File: src/gcn_pkg.sv
// Package with the types and constants of the gradient clip-by-norm unit.
package gcn_pkg;

  localparam int unsigned VAL_W     = 24;  // signed Q8.16 element
  localparam int unsigned MAXN_W    = 26;  // unsigned Q10.16 limit
  localparam int unsigned NORM_W    = 27;  // unsigned Q11.16 norm
  localparam int unsigned SUM_W     = 53;  // unsigned Q21.32 square sum
  localparam int unsigned PROD_W    = VAL_W + MAXN_W;
  localparam int unsigned UNIT_W    = SUM_W + 1;
  localparam int unsigned SQRT_STEPS = (SUM_W + 1) / 2;
  localparam int unsigned DIV_STEPS = VAL_W;
  localparam int unsigned STEP_W    = 5;

  localparam logic [MAXN_W-1:0] MAX_NORM_RST = MAXN_W'(65536);
  localparam logic [SUM_W-1:0]  SQRT_BIT0    = {1'b1, {(SUM_W-1){1'b0}}};

  typedef enum logic [2:0] {
    S_IDLE,
    S_ACC,
    S_SQRT,
    S_RD,
    S_MUL,
    S_DIV,
    S_OUT
  } gcn_state_e;

  typedef struct packed {
    logic              ge;
    logic [UNIT_W-1:0] diff;
  } cs_res_t;

endpackage

File: src/gcn_cmp_sub.sv
// Shared compare-and-subtract unit used by the square root and the divider.
module gcn_cmp_sub
  import gcn_pkg::*;
(
  input  logic [UNIT_W-1:0] a_i,
  input  logic [UNIT_W-1:0] b_i,
  output cs_res_t           res_o
);

  logic [UNIT_W:0] wide_diff;

  // The borrow out of the subtraction tells whether a is below b.
  assign wide_diff  = {1'b0, a_i} - {1'b0, b_i};
  assign res_o.ge   = ~wide_diff[UNIT_W];
  assign res_o.diff = wide_diff[UNIT_W-1:0];

endmodule
File: config.mk
export PLATFORM = sky130hd
export DESIGN_NAME = gcn_cmp_sub
export DESIGN_NICKNAME = d
export VERILOG_FILES = /design/src/gcn_pkg.sv /design/src/gcn_cmp_sub.sv
export SDC_FILE = /design/constraint.sdc
export NUM_CORES = 1
export LEC_CHECK = 0
export BUFFER_PORTS_ARGS = -buffer_cell sky130_fd_sc_hd__buf_4
export CAP_MARGIN = 20
export CORE_ASPECT_RATIO = 1.75
export CORE_MARGIN = 1
export CORE_UTILIZATION = 32
export DETAILED_ROUTE_END_ITERATION = 7
export SYNTH_ARGS = -nofsm -noshare
export SYNTH_HDL_FRONTEND = slang
export SYNTH_SLANG_ARGS = --single-unit
File: constraint.sdc
create_clock -name vclk -period 4.58
set_clock_uncertainty 0.15 [all_clocks]
set_input_delay 0.916 -clock vclk [all_inputs]
set_output_delay 0.916 -clock vclk [all_outputs]
set_load 0.005 [all_outputs]
==> out/metrics.yaml, run 1 <==
yosysMostFrequentCell: "inv_1"
grt_pass1_vias: 4254
finish.utilization_pct: 52.4
drc: 0
ios: 163
synthTopCellsByCount: "72 x inv_1, 61 x a21oi_1, 54 x ha_1, 37 x nand2_1, 36 x o21ai_0"
irDropWorstVdd_mv: 0.0694
powerDensity_mw_per_mm2: 161
seqPwrFrac_pct: 0
gp_congestion: 0.872
fin_area_mm2: 0.00496
endpoint_kind: "output pin"
drive_gt1_share_pct: 35.9
netSwitchingFraction_pct: 47.0
final_nets: 841
switching_power_mw: 0.376
cap_violations: 0
outcome: "completed"
synthTopCellsByArea: "ha_1 22%, a21oi_1 9.8%, inv_1 8.6%, xnor2_1 8.4%, a21o_1 6.0%"
grt.total_usage_pct: 21.9
yosys_warnings: 0
multi_input_area_mm2: 0.00297
worstSetupPathType: "primary input to output pin"
drt_first_pass_iters: 4
cts_hold_buf: 0
synth_area_per_cell_um2: 6.56
power_frac_comb_pct: 100.0
die_x_um: 76.7
p_leak_nw: 2.63
coreArea_mm2: 0.00947
min_period_ns: 4.48
seq_area_um2: 0
timing.hold.ws_ns: 2.03
grt_start_max_net_pins: 9
antenna_found_initial: 0
post-route-period-util_pct: 97.8
drt_wl_total_um: 11500
start_kind: "primary input"
pre_cts_slack_ns: -0.211
nFlopsAndLatches: 0
syn_inst: 477
synth_top_area_share_pct: 21.6
initial_core_util_pct: 33.0
nFillCells: 982
seq_area_frac_synth_pct: 0
synth_area_leader_cell: "ha_1"
syn2layout_area_growth_pct: 58.5
clock_power_share_pct: 0
crit_arrival_ns: 3.41
rsz0062_at_grt: "true"
detail-route-antenna-nets: 0
hold_viol: 0
setup_viol: 0
slew_headroom_pct: 67.3
antennaDiodeCount: 0
overflow: 0
dp_hpwl_um: 10200
ys_types: 43
grt_pass1_wl_um: 18700
port_buffers: 163
via_count: 4145
place_area_mm2: 0.00479
min_path_type: "primary input to output pin"
die_h_um: 133
viasPerCell: 5.19
wl_per_cell_um: 14.4
drt_iter0_markers: 168
cp_max_fo: 3
fmax_ghz: 0.223
cp.required_ns: 3.51
p_int_mw: 0.424
synth_nets: 640
drv_slew: 0
tightest_slew_ns: 0.486
rows: 47
die_area_mm2: 0.0102
setup_ws_ns: 0.102
nClkBuffers: 0
synth_area_mm2: 0.00313
metal layers:
| metal | GRT usage, % | share of wire (%) | routed length, um | vias to the layer above |
|---|---|---|---|---|
| met5 | 0 | 0 | 0 | - |
| met4 | 5.34 | 2.8 | 318 | 0 |
| met3 | 1.52 | 4.5 | 515 | 24 |
| met2 | 48.7 | 60 | 6870 | 142 |
| met1 | 19.9 | 33 | 3760 | 1890 |
| li1 | - | - | - | 2089 |
repair_timing:
action | 4_1_cts | 5_1_grt
gates resized for setup | 9 | 33
pin swaps | 10 | 7
setup buffers | 1 | 1
endpoints found under the setup margin | 10 | 20
power by group through the flow:
stage	Clock (mW)	Combinational (mW)	Sequential [mW]
6_report	0	0.800	0
5_1_grt	0	0.875	0
4_1_cts	0	0.783	0
3_5_place_dp	0	0.773	0
3_3_place_gp	0	0.768	0
2_1_floorplan	0	0.394	0
final cells by class:
class	instances	share of cell area, %
Inverter	72	5.50
Multi-Input combinational cell	396	59.8
Tap cell	122	3.08
Timing Repair Buffer	208	31.6
cells by family after synthesis:
kind of cell	after synthesis	synth area share [%]
AO/OA/AOI/OAI	175	36.9
AND/OR/NAND/NOR	117	17.4
buffers and inverters	81	9.72
adder cells (fa/ha/maj)	55	22.2
XOR/XNOR	49	13.7
worst max-delay path, stage by stage:
cell       delay, ns
buf_6           0.10
inv_4           0.05
ha_4            0.13
inv_2           0.03
fa_2            0.34
a21o_1          0.23
a221oi_4        0.31
a2bb2oi_2       0.22
o21ai_4         0.09
a41oi_4         0.21
nor3_2          0.08
nor2_2          0.15
o21ai_2         0.09
a2111oi_2       0.30
buf_4           0.16
layout by cell type (no fill, tap or decap), types with 2 or more instances in the layout:
cell type  netlist  layout
o21ai_1          3      10
ha_4             0       5
a21oi_1         61      57
nor3_2           1       2
xor2_1          19      19
nand4_1         13      13
nor3_1           7       6
a21boi_0         5       3
inv_1           72      70
a31o_2           3       3
xnor2_1         30      30
o21a_1           4       4
buf_4            0     207
o2111a_1         2       2
o211ai_1         2       2
o221ai_1         2       2
nand3_1          9       9
nor2b_1          2       2
a311o_1          2       2
nor4_1           3       2
o21bai_1        15      14
a31oi_1          5       3
nand2_1         37      36
a31oi_2          0       2
a21o_1          25      25
a221oi_1         2       2
ha_1            54      49
a21oi_2          0       4
nor2_1          32      32
o21ai_0         36      25
and3_1           4       4
and2_1           2       2
nand2b_1         3       3
o21ai_2          0       4
worst paths after layout:
path / startpoint / to / cells past startpoint
worst min-delay path: b_i[0] / res_o[0] / 4
worst max-delay path: a_i[0] / res_o[52] / 15
through the flow:
step / total power, mW / instances / TNS [ns]
2_1_floorplan: 0.394 / 477 / 0
5_1_grt: 0.875 / 798 / -0.0708
3_5_place_dp: 0.773 / 796 / -1.25
4_1_cts: 0.783 / 797 / 0
3_3_place_gp: 0.768 / 796 / -0.779
6_report: 0.800 / 798 / 0
Power figures use the tool's default switching activity.
==> run 2: changes to the inputs <==
--- a/config.mk
+++ b/config.mk
@@ -5,6 +5,7 @@
 export SDC_FILE = /design/constraint.sdc
 export NUM_CORES = 1
 export LEC_CHECK = 0
+export ABC_AREA = 1
 export BUFFER_PORTS_ARGS = -buffer_cell sky130_fd_sc_hd__buf_4
 export CAP_MARGIN = 20
 export CORE_ASPECT_RATIO = 1.75
==> run 2 against run 1 <==
  * The run now ends with DRC left
  * Synthesized area increased by 64%
  * Non-clock buffer count decreased by 45
  * Final cell count increased by 78%
  * Via count increased by 56%
  * Maximum frequency increased by 15%
  * Worst hold slack about the same
  * Core utilization decreased by 10 points
  * Count of clock-buffer cells in the layout unchanged
  * Combinational power increased by 13%
  * Global-route usage increased by 3.0 points
==> out/metrics.yaml, run 2 <==
outcome: "complete, but fails checks"
violations: "DRC"
viasPerCell: 4.55  # -12%
crit_arrival_ns: 2.82  # -0.59 ns
final_nets: 1403  # +67%
slew_headroom_pct: 58.9  # -8.3 points
cp.required_ns: 3.51  # about the same
cp_max_fo: 4  # +1
critPathTopFamily: "adder cells"
gp_congestion: 1.01  # +16%
multi_input_area_mm2: 0.00401  # +35%
nClkBuffers: 0  # unchanged
dp.cells: 1424  # +79%
die_x_um: 97.7  # +27%
port_buffers: 163  # unchanged
drt_first_pass_iters: 7  # +3
cts_hold_buf: 0  # unchanged
synthTopCellsByArea: "nand2_1 32%, inv_1 21%, ha_1 13%, nor2_1 5.8%, nand3_1 4.7%"
synth_top_family_by_area: "simple AND/OR/NAND/NOR gates"
rsz0062_at_grt: "false"
worstSetupPathType: "primary input to output pin"
drc: 30  # +30
detail-route-antenna-nets: 0  # unchanged
synth_area_per_cell_um2: 4.77  # -27%
fin_cells: 1424  # +78%
worstSetupStartpoint: "a_i[0]"
yosys_warnings: 0  # unchanged
layout_common_cells: "441 x nand2_1, 293 x inv_1, 163 x buf_4"
synth_area_mm2: 0.00513  # +64%
synth-simple-area-share_pct: 54.5  # +37 points
drt_iter0_markers: 272  # +62%
drive_gt1_share_pct: 17.4  # -18 points
nFillCells: 1893  # +93%
syn2layout_area_growth_pct: 28.4
antennaDiodeCount: 0  # unchanged
seq_area_um2: 0  # unchanged
synthTopCellsByCount: "441 x nand2_1, 293 x inv_1, 79 x nor2_1, 54 x ha_1, 48 x nand3_1"
grt_pass1_vias: 6395  # +50%
synth_area_leader_cell: "nand2_1"
cts.repair.resized: 0  # -9
die_h_um: 169  # +28%
netSwitchingFraction_pct: 58.0  # +11 points
fmax_ghz: 0.257  # +15%
overflow: 0  # unchanged
coreArea_mm2: 0.0155  # +64%
grt_start_max_net_pins: 7  # -2
die_area_mm2: 0.0166  # +63%
max_stage_delay_ns: 0.48  # +0.14 ns
seq_area_frac_synth_pct: 0  # unchanged
seqPwrFrac_pct: 0  # unchanged
grt.total_usage_pct: 24.9  # +3.0 points
synth_nets: 1238  # +93%
crit_path_end: "res_o[32]"
syn_inst: 1075  # +130%
synth_adder_area_share_pct: 13.6  # -8.7 points
endpoint_kind: "output pin"
synth-compound-area-share_pct: 5.12  # -32 points
path_buf_inv: 4  # unchanged
synth_top_area_share_pct: 32.3  # +11 points
min_path_type: "primary input to output pin"
wl_per_cell_um: 14.7  # +2.2%
drt_wl_total_um: 20900  # +82%
irDropWorstVdd_mv: 0.0682  # -1.8%
switching_power_mw: 0.526  # +40%
ys_types: 30  # -30%
path_depth: 14  # -1
setup_viol: 0  # unchanged
path_cells: "buf_4, inv_1, ha_1, inv_1, fa_1, nand2_1, nand3_1, nand3_1, nand2_2, nand2_1, nand2_1, a21oi_1, xnor2_1, buf_4"
initial_core_util_pct: 33.0  # about the same
nFlopsAndLatches: 0  # unchanged
yosysMostFrequentCell: "nand2_1"
antenna_found_initial: 0  # unchanged
finalSetupTns_ns: 0  # unchanged
post-route-period-util_pct: 84.9  # -13 points
p_leak_nw: 4.36  # +66%
muxShareOfSynthArea_pct: 0  # unchanged
cp_common_cell: "nand2_1"
power_frac_comb_pct: 100.0  # about the same
powerDensity_mw_per_mm2: 138  # -15%
dp_hpwl_um: 19200  # +89%
start_kind: "primary input"
clock_power_share_pct: 0  # unchanged
yosys.area_share.xor_xnor_pct: 4.95  # -8.8 points
via_count: 6478  # +56%
ios: 163  # unchanged
rows: 60  # +28%
p_int_mw: 0.381  # -10%
cts_setup_buffers: 0  # -1
crit_slowest_cell: "fa_1"
grt_pass1_wl_um: 31700  # +70%
min_period_ns: 3.89  # -0.589 ns
cap_violations: 0  # unchanged
drv_slew: 0  # unchanged
final_common_cell: "nand2_1"
hold_viol: 0  # unchanged
tightest_slew_ns: 0.611  # +0.125 ns
-- run 2: cell count changes in the layout (fill, tap and decap cells not counted), moves of 8 or more --
cell and change:
inv_1 +223, o21bai_1 -8, xnor2_1 -27, o21ai_0 -20, nor2_1 +47, nand3_1 +39
buf_4 -44, nand2_1 +405, o21ai_1 -10, nand3_2 +11, nand2_2 +10, nor2_4 +11
a21oi_1 -23, a21o_1 -24
-- run 2: power by group through the flow --
stage / sequential, mW / combinational, mW / clock (mW)
4_1_cts: 0 / 0.914 / 0
6_report: 0 / 0.908 / 0
3_3_place_gp: 0 / 0.910 / 0
3_5_place_dp: 0 / 0.908 / 0
2_1_floorplan: 0 / 0.503 / 0
5_1_grt: 0 / 1.00 / 0
-- run 2: per-layer routing --
metal  share of wire, %  vias to the layer above  global-route usage [%]
met2                 53                      229                    50.2
met5                  0                        -                       0
met1                 36                     2707                    24.1
met4                6.7                        0                    14.9
met3                4.3                       55                    1.94
li1                   -                     3487                       -
-- run 2: cell type report --
class,instances,area share [%]
multi-input cells,776,60.8
repair buffers,163,18.6
inverters,299,17.0
well taps,186,3.53
-- run 2: logic make-up after synthesis --
family,after synthesis
compound gates,48
fa+ha+maj,55
buf+inv,299
xor+xnor,29
simple gates,644
-- run 2: worst min-delay path by stage --
| stage | cells after the start | start | end |
|---|---|---|---|
| after floorplan | 2 | b_i[0] | res_o[0] |
| after global placement | 4 | b_i[0] | res_o[0] |
| after detailed placement | 4 | b_i[0] | res_o[0] |
| after CTS | 4 | b_i[0] | res_o[0] |
| after global routing | 4 | b_i[0] | res_o[0] |
| final | 4 | b_i[0] | res_o[0] |
-- run 2: through the flow --
| stage | cell area, um2 | power (mW) | worst slack (ns) | hold WS, ns | utilization [%] |
|---|---|---|---|---|---|
| after floorplan | 5130 | 0.503 | 1.21 | 1.81 | - |
| after global placement | 6590 | 0.910 | 0.738 | 2.02 | 42.4 |
| after detailed placement | 6590 | 0.908 | 0.712 | 2.03 | 42.4 |
| after CTS | 6590 | 0.914 | 0.702 | 2.03 | 42.4 |
| after global routing | 6590 | 1.00 | 0.553 | 2.05 | 42.4 |
| final | 6590 | 0.908 | 0.691 | 2.03 | 42.4 |
-- run 2: worst min-delay path: stages --
cell and delay, ns:
buf_4 0.08, ha_1 0.11, inv_1 0.04, buf_4 0.12
